$ cat config.mk
export PLATFORM = sky130hd
export DESIGN_NAME = estop_and_park_lock_controller
export DESIGN_NICKNAME = d
export VERILOG_FILES = /design/src/rtl/core/epl_pkg.sv /design/src/rtl/core/estop_and_park_lock_controller.sv /design/src/rtl/core/epl_step.sv
export SDC_FILE = /design/constraint.sdc
export NUM_CORES = 1
export LEC_CHECK = 0
export ABC_AREA = 1
export BUFFER_PORTS_ARGS = -buffer_cell sky130_fd_sc_hd__buf_2
export CAP_MARGIN = 20
export CORE_MARGIN = 2
export CORE_UTILIZATION = 67
export DETAILED_ROUTE_END_ITERATION = 8
export HOLD_SLACK_MARGIN = 0.03
export PLACE_DENSITY = 0.87
export SYNTH_ARGS = -nofsm -noshare
export SYNTH_HDL_FRONTEND = slang
export SYNTH_SLANG_ARGS = --single-unit
export TNS_END_PERCENT = 50
$ cat constraint.sdc
create_clock -name clk -period 6.4 [get_ports clk]
set_input_delay 1.28 -clock clk [delete_from_list [all_inputs] [get_ports clk]]
set_output_delay 1.28 -clock clk [all_outputs]
set_load 0.005 [all_outputs]
$ cat src/rtl/core/epl_pkg.sv
// ----------------------------------------------------------------------------
// epl_pkg: shared types and constants of the estop and park lock controller
// Holds the phase, sound and request codes, the config register indexes and
// reset values, and the structs passed between the top level and the step logic.
// ----------------------------------------------------------------------------
package epl_pkg;

  // request types
  localparam logic REQ_PARK = 1'b0;
  localparam logic REQ_STOP = 1'b1;

  // stop machine phases
  localparam logic [1:0] PH_IDLE    = 2'd0;
  localparam logic [1:0] PH_READY   = 2'd1;
  localparam logic [1:0] PH_BRAKING = 2'd2;
  localparam logic [1:0] PH_DONE    = 2'd3;

  // sound events
  localparam logic [1:0] SND_NONE   = 2'd0;
  localparam logic [1:0] SND_LOCK   = 2'd1;
  localparam logic [1:0] SND_UNLOCK = 2'd2;

  // config port
  localparam int CFG_IDX_W  = 3;
  localparam int CFG_DATA_W = 16;

  localparam logic [CFG_IDX_W-1:0] CFG_READY_MS        = 3'd0;
  localparam logic [CFG_IDX_W-1:0] CFG_BRAKE_MS        = 3'd1;
  localparam logic [CFG_IDX_W-1:0] CFG_UNLOCK_HOLD_MS  = 3'd2;
  localparam logic [CFG_IDX_W-1:0] CFG_LOCK_HOLD_MS    = 3'd3;
  localparam logic [CFG_IDX_W-1:0] CFG_PRESS_THRESHOLD = 3'd4;
  localparam logic [CFG_IDX_W-1:0] CFG_CREEP_THROTTLE  = 3'd5;
  localparam logic [CFG_IDX_W-1:0] CFG_BRAKE_THROTTLE  = 3'd6;

  // config reset values
  localparam logic [15:0]       RST_READY_MS        = 16'd500;
  localparam logic [15:0]       RST_BRAKE_MS        = 16'd1500;
  localparam logic [15:0]       RST_UNLOCK_HOLD_MS  = 16'd1000;
  localparam logic [15:0]       RST_LOCK_HOLD_MS    = 16'd500;
  localparam logic [11:0]       RST_PRESS_THRESHOLD = 12'd1500;
  localparam logic signed [7:0] RST_CREEP_THROTTLE  = 8'sd15;
  localparam logic signed [7:0] RST_BRAKE_THROTTLE  = -8'sd100;

  typedef struct packed {
    logic [15:0]       ready_ms;
    logic [15:0]       brake_ms;
    logic [15:0]       unlock_hold_ms;
    logic [15:0]       lock_hold_ms;
    logic [11:0]       press_threshold;
    logic signed [7:0] creep_throttle;
    logic signed [7:0] brake_throttle;
  } cfg_t;

  typedef struct packed {
    logic [1:0] stop_state;
    logic       button_held;
    logic       action_done;
    logic       lock_flag;
  } ctrl_t;

  typedef struct packed {
    logic signed [7:0] throttle_out;
    logic              throttle_written;
    logic              park_locked;
    logic [1:0]        stop_phase;
    logic [1:0]        sound_event;
  } result_t;

endpackage

$ cat src/rtl/core/estop_and_park_lock_controller.sv
// ----------------------------------------------------------------------------
// estop_and_park_lock_controller: emergency stop and park lock controller
// Qualifies park button holds to toggle the park lock, and steps a four-phase
// emergency stop machine that overrides the throttle. One result per request.
// ----------------------------------------------------------------------------
// datapath: an accepted request goes into the input register, then through the
//   step logic into the result register
// throughput: one transaction per cycle unless the result is stalled by out_ready,
//   set by the single step stage that reads and updates the controller state in the same cycle
// reset: synchronous active-low rst_n clears the pipeline valids and all
//   controller state and loads the config registers with their defaults
module estop_and_park_lock_controller #(
  parameter int TIME_BITS = 32
) (
  input  logic                            clk,
  input  logic                            rst_n,
  // config write port
  input  logic                            cfg_we,
  input  logic [epl_pkg::CFG_IDX_W-1:0]   cfg_index,
  input  logic [epl_pkg::CFG_DATA_W-1:0]  cfg_wdata,
  // request channel
  input  logic                            in_valid,
  output logic                            in_ready,
  input  logic                            in_req_type,
  input  logic [31:0]                     in_now_ms,
  input  logic [11:0]                     in_park_pwm,
  input  logic signed [7:0]               in_throttle_in,
  // result channel
  output logic                            out_valid,
  input  logic                            out_ready,
  output logic signed [7:0]               out_throttle_out,
  output logic                            out_throttle_written,
  output logic                            out_park_locked,
  output logic [1:0]                      out_stop_phase,
  output logic [1:0]                      out_sound_event
);
  import epl_pkg::*;

  // config registers
  cfg_t cfg_r;

  // controller state
  ctrl_t                ctrl_r;
  ctrl_t                ctrl_nxt;
  logic [TIME_BITS-1:0] stop_start_r;
  logic [TIME_BITS-1:0] stop_start_nxt;
  logic [TIME_BITS-1:0] press_start_r;
  logic [TIME_BITS-1:0] press_start_nxt;

  // input register stage
  logic                 in_vld_r;
  logic                 in_req_r;
  logic [TIME_BITS-1:0] in_now_r;
  logic [11:0]          in_pwm_r;
  logic signed [7:0]    in_thr_r;

  // result register stage
  logic                 out_vld_r;
  result_t              res_nxt;
  result_t              res_r;

  logic in_take;
  logic advance;

  // the step fires whenever a request is staged and the result slot is free
  // or being drained this cycle
  assign advance  = in_vld_r && (!out_vld_r || out_ready);
  assign in_ready = !in_vld_r || advance;
  assign in_take  = in_valid && in_ready;

  // config writes, unknown indexes are dropped
  always_ff @(posedge clk) begin
    if (!rst_n) begin
      cfg_r.ready_ms        <= RST_READY_MS;
      cfg_r.brake_ms        <= RST_BRAKE_MS;
      cfg_r.unlock_hold_ms  <= RST_UNLOCK_HOLD_MS;
      cfg_r.lock_hold_ms    <= RST_LOCK_HOLD_MS;
      cfg_r.press_threshold <= RST_PRESS_THRESHOLD;
      cfg_r.creep_throttle  <= RST_CREEP_THROTTLE;
      cfg_r.brake_throttle  <= RST_BRAKE_THROTTLE;
    end else if (cfg_we) begin
      case (cfg_index)
        CFG_READY_MS:        cfg_r.ready_ms        <= cfg_wdata;
        CFG_BRAKE_MS:        cfg_r.brake_ms        <= cfg_wdata;
        CFG_UNLOCK_HOLD_MS:  cfg_r.unlock_hold_ms  <= cfg_wdata;
        CFG_LOCK_HOLD_MS:    cfg_r.lock_hold_ms    <= cfg_wdata;
        CFG_PRESS_THRESHOLD: cfg_r.press_threshold <= cfg_wdata[11:0];
        CFG_CREEP_THROTTLE:  cfg_r.creep_throttle  <= cfg_wdata[7:0];
        CFG_BRAKE_THROTTLE:  cfg_r.brake_throttle  <= cfg_wdata[7:0];
        default: begin
        end
      endcase
    end
  end

  // input stage valid
  always_ff @(posedge clk) begin
    if (!rst_n) begin
      in_vld_r <= 1'b0;
    end else if (in_ready) begin
      in_vld_r <= in_valid;
    end
  end

  // input stage payload, timestamp taken modulo 2^TIME_BITS
  always_ff @(posedge clk) begin
    if (in_take) begin
      in_req_r <= in_req_type;
      in_now_r <= TIME_BITS'(in_now_ms);
      in_pwm_r <= in_park_pwm;
      in_thr_r <= in_throttle_in;
    end
  end

  epl_step #(
    .TIME_BITS (TIME_BITS)
  ) u_step (
    .cfg             (cfg_r),
    .ctrl            (ctrl_r),
    .stop_start      (stop_start_r),
    .press_start     (press_start_r),
    .req_type        (in_req_r),
    .now             (in_now_r),
    .park_pwm        (in_pwm_r),
    .throttle_in     (in_thr_r),
    .ctrl_nxt        (ctrl_nxt),
    .stop_start_nxt  (stop_start_nxt),
    .press_start_nxt (press_start_nxt),
    .res             (res_nxt)
  );

  // controller state commits on each step
  always_ff @(posedge clk) begin
    if (!rst_n) begin
      ctrl_r        <= '0;
      stop_start_r  <= '0;
      press_start_r <= '0;
    end else if (advance) begin
      ctrl_r        <= ctrl_nxt;
      stop_start_r  <= stop_start_nxt;
      press_start_r <= press_start_nxt;
    end
  end

  // result stage valid
  always_ff @(posedge clk) begin
    if (!rst_n) begin
      out_vld_r <= 1'b0;
    end else if (advance) begin
      out_vld_r <= 1'b1;
    end else if (out_ready) begin
      out_vld_r <= 1'b0;
    end
  end

  // result stage payload
  always_ff @(posedge clk) begin
    if (advance) begin
      res_r <= res_nxt;
    end
  end

  assign out_valid            = out_vld_r;
  assign out_throttle_out     = res_r.throttle_out;
  assign out_throttle_written = res_r.throttle_written;
  assign out_park_locked      = res_r.park_locked;
  assign out_stop_phase       = res_r.stop_phase;
  assign out_sound_event      = res_r.sound_event;

  // a lock sound leaves park engaged, an unlock sound leaves drive and idle
  a_sound_matches_lock : assert property (@(posedge clk) disable iff (!rst_n)
    out_vld_r && (res_r.sound_event != SND_NONE) |->
      ((res_r.sound_event == SND_LOCK) && res_r.park_locked) ||
      ((res_r.sound_event == SND_UNLOCK) && !res_r.park_locked &&
       (res_r.stop_phase == PH_IDLE)))
    else $error("sound event inconsistent with lock state");

  // throttle override and sound never come from the same transaction
  a_override_no_sound : assert property (@(posedge clk) disable iff (!rst_n)
    out_vld_r && res_r.throttle_written |-> (res_r.sound_event == SND_NONE))
    else $error("throttle override together with sound event");

  // lock flag only moves on a park update step
  a_lock_on_park_only : assert property (@(posedge clk) disable iff (!rst_n)
    $past(rst_n) && (ctrl_r.lock_flag != $past(ctrl_r.lock_flag)) |->
      $past(advance) && ($past(in_req_r) == REQ_PARK))
    else $error("lock flag changed outside a park update");

  // a staged request is never dropped while waiting
  a_stage_holds : assert property (@(posedge clk) disable iff (!rst_n)
    in_vld_r && !advance |=> in_vld_r)
    else $error("staged request lost");

  // a stalled result is kept until taken
  a_result_kept : assert property (@(posedge clk) disable iff (!rst_n)
    out_vld_r && !out_ready |=> out_vld_r && (res_r == $past(res_r)))
    else $error("pending result overwritten");

endmodule

$ cat src/rtl/core/epl_step.sv
// ----------------------------------------------------------------------------
// epl_step: next-state and result logic for one transaction
// Park button timing with lock toggling, and the four-phase emergency stop
// machine with throttle override. Purely combinational.
// ----------------------------------------------------------------------------
module epl_step #(
  parameter int TIME_BITS = 32
) (
  input  epl_pkg::cfg_t    cfg,
  input  epl_pkg::ctrl_t   ctrl,
  input  logic [TIME_BITS-1:0] stop_start,
  input  logic [TIME_BITS-1:0] press_start,
  input  logic             req_type,
  input  logic [TIME_BITS-1:0] now,
  input  logic [11:0]      park_pwm,
  input  logic signed [7:0] throttle_in,
  output epl_pkg::ctrl_t   ctrl_nxt,
  output logic [TIME_BITS-1:0] stop_start_nxt,
  output logic [TIME_BITS-1:0] press_start_nxt,
  output epl_pkg::result_t res
);
  import epl_pkg::*;

  logic [TIME_BITS-1:0] press_el;
  logic [TIME_BITS-1:0] stop_el;
  logic                 thr_pos;

  // wrapping elapsed times
  assign press_el = now - press_start;
  assign stop_el  = now - stop_start;
  assign thr_pos  = (throttle_in != 8'sd0) && !throttle_in[7];

  always_comb begin
    ctrl_nxt         = ctrl;
    stop_start_nxt   = stop_start;
    press_start_nxt  = press_start;
    res.throttle_out     = throttle_in;
    res.throttle_written = 1'b0;
    res.sound_event      = SND_NONE;

    if (req_type == REQ_PARK) begin
      if (park_pwm > cfg.press_threshold) begin
        if (!ctrl.button_held) begin
          // first pressed update only starts timing
          ctrl_nxt.button_held = 1'b1;
          ctrl_nxt.action_done = 1'b0;
          press_start_nxt      = now;
        end else if (!ctrl.action_done) begin
          if (ctrl.lock_flag) begin
            if (press_el >= TIME_BITS'(cfg.unlock_hold_ms)) begin
              ctrl_nxt.lock_flag   = 1'b0;
              ctrl_nxt.stop_state  = PH_IDLE;
              ctrl_nxt.action_done = 1'b1;
              res.sound_event      = SND_UNLOCK;
            end
          end else if (press_el >= TIME_BITS'(cfg.lock_hold_ms)) begin
            ctrl_nxt.lock_flag   = 1'b1;
            ctrl_nxt.action_done = 1'b1;
            res.sound_event      = SND_LOCK;
          end
        end
      end else begin
        ctrl_nxt.button_held = 1'b0;
        ctrl_nxt.action_done = 1'b0;
      end
    end else if (!ctrl.lock_flag && (ctrl.stop_state == PH_DONE)) begin
      ctrl_nxt.stop_state = PH_IDLE;
    end else begin
      case (ctrl.stop_state)
        PH_IDLE: begin
          if (thr_pos) begin
            res.throttle_out     = cfg.creep_throttle;
            res.throttle_written = 1'b1;
            ctrl_nxt.stop_state  = PH_READY;
            stop_start_nxt       = now;
          end else begin
            ctrl_nxt.stop_state = PH_DONE;
          end
        end
        PH_READY: begin
          if (stop_el >= TIME_BITS'(cfg.ready_ms)) begin
            res.throttle_out     = cfg.brake_throttle;
            res.throttle_written = 1'b1;
            ctrl_nxt.stop_state  = PH_BRAKING;
            stop_start_nxt       = now;
          end
        end
        PH_BRAKING: begin
          if (stop_el >= TIME_BITS'(cfg.brake_ms)) begin
            ctrl_nxt.stop_state = PH_DONE;
          end
        end
        default: begin
          res.throttle_out     = 8'sd0;
          res.throttle_written = 1'b1;
        end
      endcase
    end

    res.park_locked = ctrl_nxt.lock_flag;
    res.stop_phase  = ctrl_nxt.stop_state;
  end

endmodule

==> metrics.yaml <==
dieArea_mm2: 0.0243
synthCells: 2306
worstMarginPinSlew_ps: 993
clk_latency_ps: 540
antenna_found_initial: 0
place_area_mm2: 0.0161
postLayoutCellArea_mm2: 0.0170
syn_to_final_growth_pct: 9.93
hold_path_class: "reg2reg"
overflow: 0
postCtsSetupBuffers: 0
cts.sinks: 230
grt_max_degree: 104
grt_pass1_vias: 13744
wl_per_cell_um: 15.6
viasPerCell: 5.40
finalCritPeriodShare: 0.634
timing.hold.worst_path_depth: 2
rsz0062_at_grt: "no"
core_area_mm2: 0.0226
synth_cell_type_count: 43
path_max_fanout: 33
synth_fa_ha_area_frac: 0.114
multi_input_area_mm2: 0.00826
synthMuxAreaShare: 0
drv_slew: 0
status: "complete, no violations"
power.leakage_uw: 0.00885
register_area_mm2: 0.00528
ir_worst_vdd_v: 0.000220
synth_xor_xnor_area_share: 0.0170
cts_resized: 0
synth_top_family_by_area: "simple AND/OR/NAND/NOR gates"
drc: 0
relSlewSlack: 0.336
post-route-min-period_ps: 4060
synth-seq-cells: 230
yosys.area_share.simple: 0.293
setup_viol: 0
synth-seq-area-share: 0.342
finClkSkew_ps: 20.3
gr-usage-all-layers: 0.344
grt_pass1_wl_um: 67100
critPathKind: "reg2reg"
fin_nets: 2609
cts_hold_buf: 0
drtPass1Iterations: 8
cts_buffers: 25
critPathRequiredTime_ps: 6820
hold_ws_ps: 461
netlist.top_cell.by_area: "dfxtp_1"
syn_area_mm2: 0.0154
cap_violations: 0
clkTransAtPathRegs_ps: 60
hold_viol: 0
num_vias: 14576
nFillCells: 1853
max_freq_ghz: 0.246
hpwlAfterDp_um: 32700
cp-end-kind: "register"
cp-start-kind: "register"
layout-drive-gt1-share: 0.0850
p_per_area_mw_per_mm2: 241
crit_arrival_ps: 4470
synth_top_area_share: 0.211
drtIter0Drc: 1126
die-height_um: 156
synth_warnings: 0
die_w_um: 156
htree_levels: 1
clockRootBuffer: "clkbuf_16"
initial_core_util: 0.682
syn-num-nets: 2523
synth_area_per_cell_um2: 6.69
synth_area_leaders: "dfxtp_1 (21%), nand2_1 (17%), edfxtp_1 (13%)"
synth_compound_area_frac: 0.111
gp_congestion: 0.958
wl_um: 42000
cts_tree: "yes"
fin_tns_setup_ps: 0
reg2regPathDepth: 18
antenna_left: 0
port_buffers: 92
boundaryPins: 93
max-clock-path-buffers: 3
rows: 55
[per-stage QoR]
step           std cells  power (uW)  utilization  setup WS, ps
2_1_floorplan       2306        2320            -          3340
3_3_place_gp        2650        2560        0.711          2560
3_5_place_dp        2650        2590        0.711          2440
4_1_cts             2696        4080        0.749          2360
5_1_grt             2696        4280        0.749          2040
6_report            2697        4090        0.749          2340
[routing by layer]
metal	part of all wire	track usage
met4	0.037	0.123
met2	0.49	0.621
met5	0	0
met1	0.42	0.428
met3	0.056	0.0344
[sequential cells by signal (all words and copies together) (netlist names)]
register	count
out_stop_phase	2
in_pwm_r	12
in_req_r	1
out_throttle_written	1
in_vld_r	1
press_start_r	32
in_thr_r	8
out_throttle_out	8
out_sound_event	2
out_park_locked	1
in_now_r	32
stop_start_r	32
cfg_r	92
ctrl_r	5
out_valid	1
[worst max-delay path: stages, from the launching register on]
cell	delay (ps)
edfxtp_1	350
inv_1	70
ha_1	230
fa_1	440
inv_1	140
nand3_1	100
nand3_1	200
xor2_1	360
ha_1	310
nand2_1	80
nor2_1	50
a211oi_1	170
nand2_1	100
a21oi_1	250
nand4_2	200
nand2_4	340
inv_4	280
nor2_1	170
nor2_1	60
[final cells by class]
cell class              count  share of cell area
clock buffers              29              0.0396
repair buffers             98              0.0299
clock inverters            17              0.0111
inverters                 452               0.100
well taps                 285              0.0210
multi-input cells        1585               0.487
diodes                      1            0.000147
flip-flops and latches    230               0.311
[worst paths after layout]
path	startpoint	endpoint	slack (ps)
setup / recovery	in_now_r[0]	stop_start_r[31]	2340
hold / removal	press_start_r[27]	press_start_r[27]	460
setup reg to reg	in_now_r[0]	stop_start_r[31]	2340
hold reg to reg	press_start_r[27]	press_start_r[27]	460
[cell usage in the layout, fill, tap and decap left out, types with 4 or more instances in the layout]
cell / synthesis / final
o21ai_1: 10 / 10
nor2_2: 37 / 37
a211oi_1: 7 / 7
nand4_1: 16 / 16
o21ai_0: 116 / 116
inv_2: 7 / 8
a21oi_1: 148 / 148
nand3b_1: 8 / 8
nand3_1: 100 / 100
edfxtp_1: 67 / 67
clkinv_2: 0 / 7
ha_1: 138 / 138
nor3_1: 12 / 12
nand2_1: 696 / 696
clkbuf_16: 0 / 26
buf_4: 1 / 7
inv_1: 442 / 441
xor2_1: 27 / 27
buf_2: 0 / 91
o211ai_1: 30 / 30
and2_1: 6 / 6
dfxtp_1: 163 / 163
nand2_2: 7 / 7
nand3_2: 4 / 4
nor2_1: 199 / 199
[logic make-up (layout without fill, tap and decap cells)]
logic type	Yosys count	in the layout
AOI/OAI and AO/OA	320	320
DFF	230	230
buffers and inverters	491	596
and+or+nand+nor	1095	1095
adders and majority gates	140	140
other	0	1
xor gates and xnor gates	30	30
[synthesized netlist by cell type]
cell type  count
o21bai_1       2
nor3_1        12
and3_1         1
o221ai_1       1
nor2_2        37
nand2_1      696
or2_2          2
nand3b_2       1
a211o_1        1
inv_1        442
a211oi_1       7
clkbuf_1      31
o21ai_1       10
xor2_1        27
a21o_1         2
nand2_2        7
nor4_1         3
a22oi_1        1
buf_1          1
a31oi_1        1
nor2_1       199
nand3_2        4
a21oi_2        1
nand2_4        1
dfxtp_1      163
nand4_1       16
nand3b_1       8
edfxtp_1      67
clkinv_1       2
inv_2          7
nor3_2         1
o21ai_0      116
fa_1           2
inv_4          1
buf_6          6
o211ai_1      30
ha_1         138
a21oi_1      148
xnor2_1        3
and2_1         6
buf_4          1
nand4_2        1
nand3_1      100
[report_power, final]
part | leakage (uW) | internal (uW) | switching (uW)
clock network | 0.000420 | 882 | 625
logic | 0.00645 | 336 | 635
registers | 0.00198 | 1570 | 42.6
(Power assumes the default switching activity.)
